File: src/rgr_pkg.sv
// Shared types, widths and helpers for the rigid gradient reduction block.
// Used by rgr_cfg, rigid_gradient_reduction, rgr_checker and the testbench; depends on nothing else.
package rgr_pkg;

	// Largest frame the position counters must cover.
	localparam int MAX_WIDTH  = 4096;
	localparam int MAX_HEIGHT = 4096;

	// Field widths fixed by the register map and the stream words.
	localparam int DIM_W  = 13;
	localparam int CTR_W  = 16;
	localparam int GRAD_W = 16;
	localparam int TX_W   = 40;
	localparam int ROT_W  = 57;

	// Column and row counters.
	localparam int COL_W = (MAX_WIDTH > 1) ? $clog2(MAX_WIDTH) : 1;
	localparam int ROW_W = (MAX_HEIGHT > 1) ? $clog2(MAX_HEIGHT) : 1;

	// Signed Q.4 offset of a pixel from the center: position * 16 minus center.
	localparam int XPOS_W = ((COL_W + 4) > CTR_W) ? (COL_W + 4) : CTR_W;
	localparam int YPOS_W = ((ROW_W + 4) > CTR_W) ? (ROW_W + 4) : CTR_W;
	localparam int OFS_W  = ((XPOS_W > YPOS_W) ? XPOS_W : YPOS_W) + 1;

	// One product and the difference of two products.
	localparam int PROD_W = OFS_W + GRAD_W;
	localparam int TERM_W = PROD_W + 1;

	// APB register map.
	localparam int ADDR_W = 4;
	localparam int DATA_W = 32;

	typedef enum logic [1:0] {
		REG_FRAME_WIDTH  = 2'd0,
		REG_FRAME_HEIGHT = 2'd1,
		REG_CENTER_X     = 2'd2,
		REG_CENTER_Y     = 2'd3
	} reg_idx_t;

	typedef struct packed {
		logic [DIM_W-1:0] frame_width;
		logic [DIM_W-1:0] frame_height;
		logic [CTR_W-1:0] center_x;
		logic [CTR_W-1:0] center_y;
	} cfg_t;

	// A zero dimension counts as one; anything above the maximum is cut to it.
	function automatic logic [DIM_W-1:0] clamp_dim(input logic [DIM_W-1:0] v, input int maxv);
		logic [DIM_W-1:0] res;
		begin
			res = v;
			if (v == '0) begin
				res = DIM_W'(1);
			end else if (32'(v) > maxv) begin
				res = DIM_W'(maxv);
			end
			return res;
		end
	endfunction

endpackage

File: src/rigid_gradient_reduction.sv
// Top level of the rigid gradient reduction block: stream input, three-stage
// datapath, output register. Depends on rgr_pkg and rgr_cfg.
//
// The block takes one gradient word (grad_x, grad_y) per clock in raster order
// and sums grad_x, grad_y and the rotational moment -(y-cy)*grad_x + (x-cx)*grad_y
// about the programmed center. After the last pixel of a frame it presents one
// result word holding the three sums and starts the next frame from zero. It
// sustains one input word per cycle while s_tready is high. A result word is
// offered once its last pixel has passed the pipeline: stage one registers the
// pixel with its offsets from the center, stage two registers the difference of
// the two products, and the third stage adds into the accumulators and loads the
// output register. Input words keep flowing while a result waits to be taken;
// s_tready drops only when a second frame result reaches the last stage before
// the first has been taken. Frame geometry and center must be written over APB
// only while the stream is idle; the block itself does not enforce this.
// Dimensions of zero count as one and larger ones are capped at 4096.
module rigid_gradient_reduction import rgr_pkg::*; (
	input  logic              clk,
	input  logic              arst_n,
	// Input stream. tdata: grad_x [15:0], grad_y [31:16].
	input  logic              s_tvalid,
	output logic              s_tready,
	input  logic [31:0]       s_tdata,
	// Result stream. tdata: sum_tx [39:0], sum_ty [79:40], sum_rot [136:80], zeros above.
	output logic              m_tvalid,
	input  logic              m_tready,
	output logic [143:0]      m_tdata,
	// Configuration port.
	input  logic              psel,
	input  logic              penable,
	input  logic              pwrite,
	input  logic [ADDR_W-1:0] paddr,
	input  logic [DATA_W-1:0] pwdata,
	output logic [DATA_W-1:0] prdata,
	output logic              pready
);

	localparam int CMPX_W = ((COL_W > DIM_W) ? COL_W : DIM_W) + 1;
	localparam int CMPY_W = ((ROW_W > DIM_W) ? ROW_W : DIM_W) + 1;

	cfg_t cfg;

	rgr_cfg u_cfg (
		.clk     (clk),
		.arst_n  (arst_n),
		.psel    (psel),
		.penable (penable),
		.pwrite  (pwrite),
		.paddr   (paddr),
		.pwdata  (pwdata),
		.prdata  (prdata),
		.cfg     (cfg)
	);

	assign pready = 1'b1;

	// Raster position of the next pixel and end-of-row / end-of-frame decode.
	logic [COL_W-1:0] col_q;
	logic [ROW_W-1:0] row_q;
	logic [DIM_W-1:0] width_eff;
	logic [DIM_W-1:0] height_eff;
	logic             row_end;
	logic             frame_end;
	logic             accept;

	assign width_eff  = clamp_dim(cfg.frame_width, MAX_WIDTH);
	assign height_eff = clamp_dim(cfg.frame_height, MAX_HEIGHT);
	assign row_end    = CMPX_W'(col_q) >= (CMPX_W'(width_eff) - CMPX_W'(1));
	assign frame_end  = row_end && (CMPY_W'(row_q) >= (CMPY_W'(height_eff) - CMPY_W'(1)));

	// Pipeline control. Only a frame result entering a full, stalled output
	// register holds the pipe.
	logic valid_s1, valid_s2;
	logic last_s1, last_s2;
	logic out_valid_q;
	logic load_out;
	logic stall;

	assign stall    = valid_s2 && last_s2 && out_valid_q && !m_tready;
	assign s_tready = !stall;
	assign accept   = s_tvalid && s_tready;
	assign load_out = valid_s2 && last_s2 && !stall;

	always_ff @(posedge clk or negedge arst_n) begin
		if (!arst_n) begin
			col_q <= '0;
			row_q <= '0;
		end else if (accept) begin
			if (row_end) begin
				col_q <= '0;
				if (frame_end) begin
					row_q <= '0;
				end else begin
					row_q <= row_q + ROW_W'(1);
				end
			end else begin
				col_q <= col_q + COL_W'(1);
			end
		end
	end

	// Stage one: register the gradients and the Q.4 offsets from the center.
	logic signed [GRAD_W-1:0] gx_s1, gy_s1;
	logic signed [OFS_W-1:0]  fx_s1, fy_s1;
	logic signed [OFS_W-1:0]  fx_d, fy_d;

	assign fx_d = signed'((OFS_W'(col_q) << 4) - OFS_W'(cfg.center_x));
	assign fy_d = signed'((OFS_W'(row_q) << 4) - OFS_W'(cfg.center_y));

	always_ff @(posedge clk or negedge arst_n) begin
		if (!arst_n) begin
			valid_s1 <= 1'b0;
			valid_s2 <= 1'b0;
		end else if (!stall) begin
			valid_s1 <= accept;
			valid_s2 <= valid_s1;
		end
	end

	always_ff @(posedge clk) begin
		if (!stall) begin
			gx_s1   <= signed'(s_tdata[15:0]);
			gy_s1   <= signed'(s_tdata[31:16]);
			fx_s1   <= fx_d;
			fy_s1   <= fy_d;
			last_s1 <= frame_end;
		end
	end

	// Stage two: the two moment products and their difference.
	logic signed [PROD_W-1:0] prod_xy, prod_yx;
	logic signed [TERM_W-1:0] term_s2;
	logic signed [GRAD_W-1:0] gx_s2, gy_s2;

	assign prod_xy = fx_s1 * gy_s1;
	assign prod_yx = fy_s1 * gx_s1;

	always_ff @(posedge clk) begin
		if (!stall) begin
			term_s2 <= TERM_W'(prod_xy) - TERM_W'(prod_yx);
			gx_s2   <= gx_s1;
			gy_s2   <= gy_s1;
			last_s2 <= last_s1;
		end
	end

	// Stage three: accumulate; on the frame's last pixel the updated sums go
	// to the output register and the accumulators restart from zero.
	logic [TX_W-1:0]  acc_tx_q, acc_ty_q, out_tx_q, out_ty_q;
	logic [ROT_W-1:0] acc_rot_q, out_rot_q;
	logic [TX_W-1:0]  sum_tx_d, sum_ty_d;
	logic [ROT_W-1:0] sum_rot_d;

	assign sum_tx_d  = acc_tx_q + TX_W'(gx_s2);
	assign sum_ty_d  = acc_ty_q + TX_W'(gy_s2);
	assign sum_rot_d = acc_rot_q + ROT_W'(term_s2);

	always_ff @(posedge clk or negedge arst_n) begin
		if (!arst_n) begin
			acc_tx_q  <= '0;
			acc_ty_q  <= '0;
			acc_rot_q <= '0;
		end else if (valid_s2 && !stall) begin
			if (last_s2) begin
				acc_tx_q  <= '0;
				acc_ty_q  <= '0;
				acc_rot_q <= '0;
			end else begin
				acc_tx_q  <= sum_tx_d;
				acc_ty_q  <= sum_ty_d;
				acc_rot_q <= sum_rot_d;
			end
		end
	end

	always_ff @(posedge clk or negedge arst_n) begin
		if (!arst_n) begin
			out_valid_q <= 1'b0;
		end else if (load_out) begin
			out_valid_q <= 1'b1;
		end else if (m_tready) begin
			out_valid_q <= 1'b0;
		end
	end

	always_ff @(posedge clk) begin
		if (load_out) begin
			out_tx_q  <= sum_tx_d;
			out_ty_q  <= sum_ty_d;
			out_rot_q <= sum_rot_d;
		end
	end

	assign m_tvalid = out_valid_q;
	assign m_tdata  = {7'b0, out_rot_q, out_ty_q, out_tx_q};

endmodule

File: src/rgr_cfg.sv
// APB register file of the rigid gradient reduction block.
// Depends on rgr_pkg for the register map and the configuration struct.
module rgr_cfg import rgr_pkg::*; (
	input  logic              clk,
	input  logic              arst_n,
	input  logic              psel,
	input  logic              penable,
	input  logic              pwrite,
	input  logic [ADDR_W-1:0] paddr,
	input  logic [DATA_W-1:0] pwdata,
	output logic [DATA_W-1:0] prdata,
	output cfg_t              cfg
);

	cfg_t     cfg_q;
	reg_idx_t idx;
	logic     wr_en;

	// Registers sit on word addresses; the byte offset bits are ignored.
	assign idx   = reg_idx_t'(paddr[3:2]);
	assign wr_en = psel && penable && pwrite;

	always_ff @(posedge clk or negedge arst_n) begin
		if (!arst_n) begin
			cfg_q.frame_width  <= DIM_W'(1);
			cfg_q.frame_height <= DIM_W'(1);
			cfg_q.center_x     <= '0;
			cfg_q.center_y     <= '0;
		end else if (wr_en) begin
			unique case (idx)
				REG_FRAME_WIDTH:  cfg_q.frame_width  <= pwdata[DIM_W-1:0];
				REG_FRAME_HEIGHT: cfg_q.frame_height <= pwdata[DIM_W-1:0];
				REG_CENTER_X:     cfg_q.center_x     <= pwdata[CTR_W-1:0];
				REG_CENTER_Y:     cfg_q.center_y     <= pwdata[CTR_W-1:0];
				default:          ;
			endcase
		end
	end

	always_comb begin
		prdata = '0;
		unique case (idx)
			REG_FRAME_WIDTH:  prdata = DATA_W'(cfg_q.frame_width);
			REG_FRAME_HEIGHT: prdata = DATA_W'(cfg_q.frame_height);
			REG_CENTER_X:     prdata = DATA_W'(cfg_q.center_x);
			REG_CENTER_Y:     prdata = DATA_W'(cfg_q.center_y);
			default:          prdata = '0;
		endcase
	end

	assign cfg = cfg_q;

endmodule

File: config.mk
export PLATFORM = sky130hd
export DESIGN_NAME = rigid_gradient_reduction
export DESIGN_NICKNAME = d
export VERILOG_FILES = /design/src/rgr_pkg.sv /design/src/rigid_gradient_reduction.sv /design/src/rgr_cfg.sv
export SDC_FILE = /design/constraint.sdc
export NUM_CORES = 2
export LEC_CHECK = 0
export BUFFER_PORTS_ARGS = -buffer_cell sky130_fd_sc_hd__buf_2
export CAP_MARGIN = 20
export CORE_MARGIN = 1
export CORE_UTILIZATION = 60
export CTS_CLUSTER_DIAMETER = 60
export DETAILED_ROUTE_END_ITERATION = 6
export PLACE_DENSITY = 0.76
export SLEW_MARGIN = 30
export SYNTH_ARGS = -nofsm -noshare
export SYNTH_HDL_FRONTEND = slang
export SYNTH_SLANG_ARGS = --single-unit
export TNS_END_PERCENT = 1
File: constraint.sdc
create_clock -name clk -period 14.4 [get_ports clk]
set_clock_uncertainty 0.1 [all_clocks]
set_input_delay 2.16 -clock clk [delete_from_list [all_inputs] [get_ports clk]]
set_output_delay 2.16 -clock clk [all_outputs]
set_load 0.03 [all_outputs]
# After elaboration in Yosys (flattened, before gate mapping)

Cells that the tools add are included.

Flip-flop bits (word level): 493
Latch bits: 0
Bits in writable memories: 0
Memory bits (read-only): 0
Bits of input ports: 75
Memories kept: 0

Add/subtract/negate cells: 10
$mul: 2
Div/mod/pow operators: 0
Magnitude comparators: 4
Eq/ne operators: 3
Shifts and indexed selects: 0
Muxes and demuxes: 12
Bitwise gates (word level): 0
Reductions and logical operators: 20

Operator list:

| cell                    | count |
|---|---|
| $pmux W32 S4            | 1 |
| $add A40 B40 Y40        | 2 |
| $mux W40                | 2 |
| $mul A17 B16 Y33        | 2 |
| $add A57 B57 Y57        | 1 |
| $mux W57                | 1 |
| $mux W13                | 4 |
| $sub A16 B16 Y17        | 2 |
| $sub A33 B33 Y34        | 1 |
| $ge A12 B14 Y1          | 2 |
| $sub A13 B1 Y14 const B | 2 |
| $gt A13 B13 Y1 const B  | 2 |
| $logic_not A13 Y1       | 2 |
| $add A12 B1 Y12 const B | 2 |
| $mux W12                | 2 |
| $reduce_and A2 Y1       | 5 |
| $logic_and A1 B1 Y1     | 9 |
| $eq A2 B2 Y1 const B    | 2 |
| $eq A2 B1 Y1 const B    | 1 |
| $logic_not A1 Y1        | 2 |
| $logic_not A2 Y1        | 1 |
| $mux W1                 | 2 |
| $reduce_bool A2 Y1      | 1 |

# Longest topological paths before layout

Depth after elaboration: 7
Gate-level depth with buffers: 30

# Modules after synthesis

Synthesis repeated with hierarchy kept, for this count alone.

Cell total of the unflattened synthesis: 4593
Area total of the unflattened synthesis: 48044.8 um^2

Modules (own cells, without submodules):

| module                   | instances | cells an instance | area each (um^2) | seq. area each (um^2) |
|---|---|---|---|---|
| rigid_gradient_reduction | 1         | 4424              | 45304.7          | 12241.7 |
| rgr_cfg                  | 1         | 169               | 2740.1           | 1453.9 |

# Least setup slack after synthesis

Ideal clock, no wire load.

Path kind: input to register
Start: input port m_tready
End: register out_rot_q[0] (enable)
Library setup time: 635 ps
Data arrival time: 7914 ps
Data required time: 13665 ps
Slack: 5751 ps
Stages on the path: 2
Buffers on the path: 0
Cells stage by stage: nor2b_1 > nor2_1

Longest elaborated chain between the ends: 4

RTL lines:

| what                   | line                            | RTL |
|---|---|---|
| start: declaration     | rigid_gradient_reduction.sv:26  | `input logic m_tready,` |
| $logic_not A1 Y1       | rigid_gradient_reduction.sv:79  | `assign stall = valid_s2 && last_s2 && out_valid_q && !m_tready;` |
| $logic_and A1 B1 Y1    | rigid_gradient_reduction.sv:79  |  |
| $logic_not A1 Y1       | rigid_gradient_reduction.sv:82  | `assign load_out = valid_s2 && last_s2 && !stall;` |
| $logic_and A1 B1 Y1    | rigid_gradient_reduction.sv:82  |  |
| net load_out           | rigid_gradient_reduction.sv:76  | `logic load_out;` |
| end signal: assignment | rigid_gradient_reduction.sv:190 | `out_rot_q <= sum_rot_d;` |
| end: declaration       | rigid_gradient_reduction.sv:150 | `logic [ROT_W-1:0] acc_rot_q, out_rot_q;` |

The timed path passes the listed nets, and every way through them passes these cells.
A chain may end at the register's enable or synchronous reset.

# Final worst setup path

Start: register gx_s1[0]
End: register term_s2[33] (data pin)

Longest elaborated chain between the ends: 2

RTL lines:

| what                     | line                            | RTL |
|---|---|---|
| start: declaration       | rigid_gradient_reduction.sv:103 | `logic signed [GRAD_W-1:0] gx_s1, gy_s1;` |
| start signal: assignment | rigid_gradient_reduction.sv:122 | `gx_s1 <= signed'(s_tdata[15:0]);` |
| $mul A17 B16 Y33         | rigid_gradient_reduction.sv:136 | `assign prod_yx = fy_s1 * gx_s1;` |
| $sub A33 B33 Y34         | rigid_gradient_reduction.sv:140 | `term_s2 <= TERM_W'(prod_xy) - TERM_W'(prod_yx);` |
| end signal: assignment   | rigid_gradient_reduction.sv:140 |  |
| end: declaration         | rigid_gradient_reduction.sv:132 | `logic signed [TERM_W-1:0] term_s2;` |

Every way passes these cells.

==> results.cfg <==
[global_routing]
first_global_vias = 34456
grt_max_degree = 131
grt_usage_pct = 27.9
overflow = 0
grt_pass1_wl_mm = 179
grt_antenna_before_repair = 10

[status]
status = complete, no violations

[worst_setup_path]
crit_buf_inv = 6
rr_endpoint = term_s2[33]
cp_slowest_stage_delay_ns = 0.81
worst-r2r-setup-slack_ns = 4.56
crit_fanout = 18
cp.required_ns = 14.65
cp-start-kind = flip-flop
crit_slowest_cell = fa_1
crit_path_frequent_cell = fa_1
rr_startpoint = gx_s1[0]
critical-path-top-delay-family = adder cells
worstPathArrival_ns = 10.09
cp-end-kind = flip-flop
rr_worst_depth = 26
crit_type = flip-flop to flip-flop

[synth]
synth_cells = 4540
synth_mux_area_share_pct = 1.82
synth_common_cells = inv_1 (770), fa_1 (622), nand2_1 (400), ha_1 (352), and2_1 (291)
synth_compound_area_share_pct = 11.0
yosys_warnings = 0
async_flop_share_pct = 45.0
yosysMostFrequentCell = inv_1
avgSynthCellArea_um2 = 10.5
yosysTopAreaCell = fa_1
synth_seq_cells = 493
syn_area_um2 = 47700
synthFlopType = edfxtp_1
synthSimpleGateAreaFrac_pct = 11.5
synth_edf_count = 271
netlist_top_cells_area = fa_1 (26%), edfxtp_1 (17%), dfrtp_1 (12%)
yosys.cell_types.count = 87
synth_xor_area_share_pct = 3.93
ys_seq_area_share_pct = 28.7
synth_top_area_share_pct = 26.1
synth_fa_ha_area_share_pct = 35.4
synth_top_family_by_area = adder cells

[sta]
worstMarginPinSlew_ns = 0.950
slew_headroom_pct = 36.5
maxSlewViolCount = 0
fmax_ghz = 0.102
fin_crit_sh_pct = 68.3
rsz0062_at_grt = false
timing.final.hold_violations = 0
finalSetupViolCount = 0
period_needed_ns = 9.84
finalSetupTns_ns = 0

[clocking]
holdBufCountCts = 0
path_clk_slew_ns = 0.06
htreeDepth = 3
post-cts-setup-buffers = 0
clk_latency_ns = 0.64
cts_buffer_depth = 3
cts_root_buf = clkbuf_16
cts-resized-gates = 0
cts_tree = built
cts_buffers = 66
clock-sinks = 493

[route]
drt_first_pass_iters = 6
vias = 33145
detail-route-antenna-nets = 0
wl_per_cell_um = 18.9
drc_errors = 0
vias_per_cell = 5.72
finalWirelength_mm = 110
drtIter0Drc = 2352

[layout]
drive_above_1_share_pct = 9.22
nets = 5737
syn2layout_area_growth_pct = 8.84
fillers = 6105
seq_area_um2 = 13700
multi_input_area_um2 = 30500

[floorplanning]
dieWidth_um = 284
fp-row-count = 103
coreArea_um2 = 78700
die_h_um = 284
ios = 254
initial_core_util_pct = 60.6
die-area_um2 = 80600

[place]
portBuffers = 211
place.gp.congestion = 0.947
dpl.hpwl_mm = 84.3

[run]
maxCapViolations = 0

[hold_path]
hold_end = last_s2
hp-class = flip-flop to flip-flop
hold_start = last_s1
holdPathStages = 0
## flip-flops by register name, summed over array words and instances, names as in the netlist, 17 cells and up
signal and cells:
u_cfg.cfg 58, acc_rot_q 57, out_rot_q 57, acc_tx_q 40, acc_ty_q 40, out_tx_q 40
out_ty_q 40, term_s2 34, fx_s1 17, fy_s1 17
## stage by stage
step	util (%)	hold slack, ns	cell area (um^2)	setup WS, ns	instances
6_report	65.9	0.332	51900	4.56	5797
5_1_grt	65.9	0.338	51900	4.03	5796
4_1_cts	65.9	0.339	51900	4.87	5792
3_5_place_dp	63.0	0.325	49600	4.87	5670
3_3_place_gp	62.9	0.302	49600	4.98	5667
2_1_floorplan	-	0.300	47800	5.75	4562
## cell usage in the layout (no fill, tap or decap), types with 62 or more instances in the layout
| cell type | Yosys | final |
|---|---|---|
| inv_1 | 770 | 769 |
| fa_1 | 622 | 622 |
| nand2_1 | 400 | 399 |
| ha_1 | 352 | 352 |
| and2_1 | 291 | 291 |
| edfxtp_1 | 271 | 271 |
| dfrtp_1 | 220 | 220 |
| buf_2 | 5 | 210 |
| a21oi_1 | 185 | 185 |
| xnor2_1 | 137 | 137 |
| a22o_1 | 124 | 124 |
| nor2_1 | 114 | 112 |
| o21ai_0 | 107 | 107 |
| a21o_1 | 95 | 95 |
| xor2_1 | 77 | 77 |
| clkbuf_16 | 0 | 68 |
| nand3_1 | 63 | 62 |
## routing by layer
metal,wire [um],vias up,GRT usage (%)
met3,5450,233,3.33
met2,55500,971,48.1
met4,4500,6,11.4
met1,44100,16684,35.8
li1,-,15251,-
met5,41,-,0
## worst reg2reg max path: cells and delay by family, from the launching register on
family / cells / cell delay [ns]
DFF: 1 / 0.72
buffers and inverters: 6 / 0.96
adders and majority gates: 9 / 4.59
xor gates and xnor gates: 1 / 0.52
and+or+nand+nor: 4 / 1.02
AOI/OAI and AO/OA: 6 / 1.67
## cells by family (layout without fill, tap and decap cells)
logic type | Yosys count | count (layout)
and+or+nand+nor | 1094 | 1094
adders and majority gates | 974 | 974
buffers and inverters | 942 | 1122
AOI/OAI and AO/OA | 756 | 756
DFF | 493 | 493
xor gates and xnor gates | 214 | 214
muxes | 65 | 65
other | 2 | 29
## cell type report
| type | instances | area share, % |
|---|---|---|
| well taps | 1050 | 2.53 |
| repair buffers | 229 | 2.37 |
| flip-flops and latches | 493 | 26.4 |
| clock buffers | 75 | 3.39 |
| clock inverters | 47 | 1.00 |
| multi-input cells | 3127 | 58.7 |
| inverters | 771 | 5.58 |
| diodes | 5 | 0.0241 |
## worst max path at each step
stage,start,end,depth (start not counted)
floorplan,m_tready,out_rot_q[0],2
global placement,gx_s1[0],term_s2[33],26
detailed placement,gx_s1[0],term_s2[33],26
CTS,gx_s1[0],term_s2[33],26
global route,gx_s1[0],term_s2[33],26
finish,gx_s1[0],term_s2[33],26
Power is not shown: default switching activity piles up to over one toggle a cycle in this logic, so the estimate is an artifact.
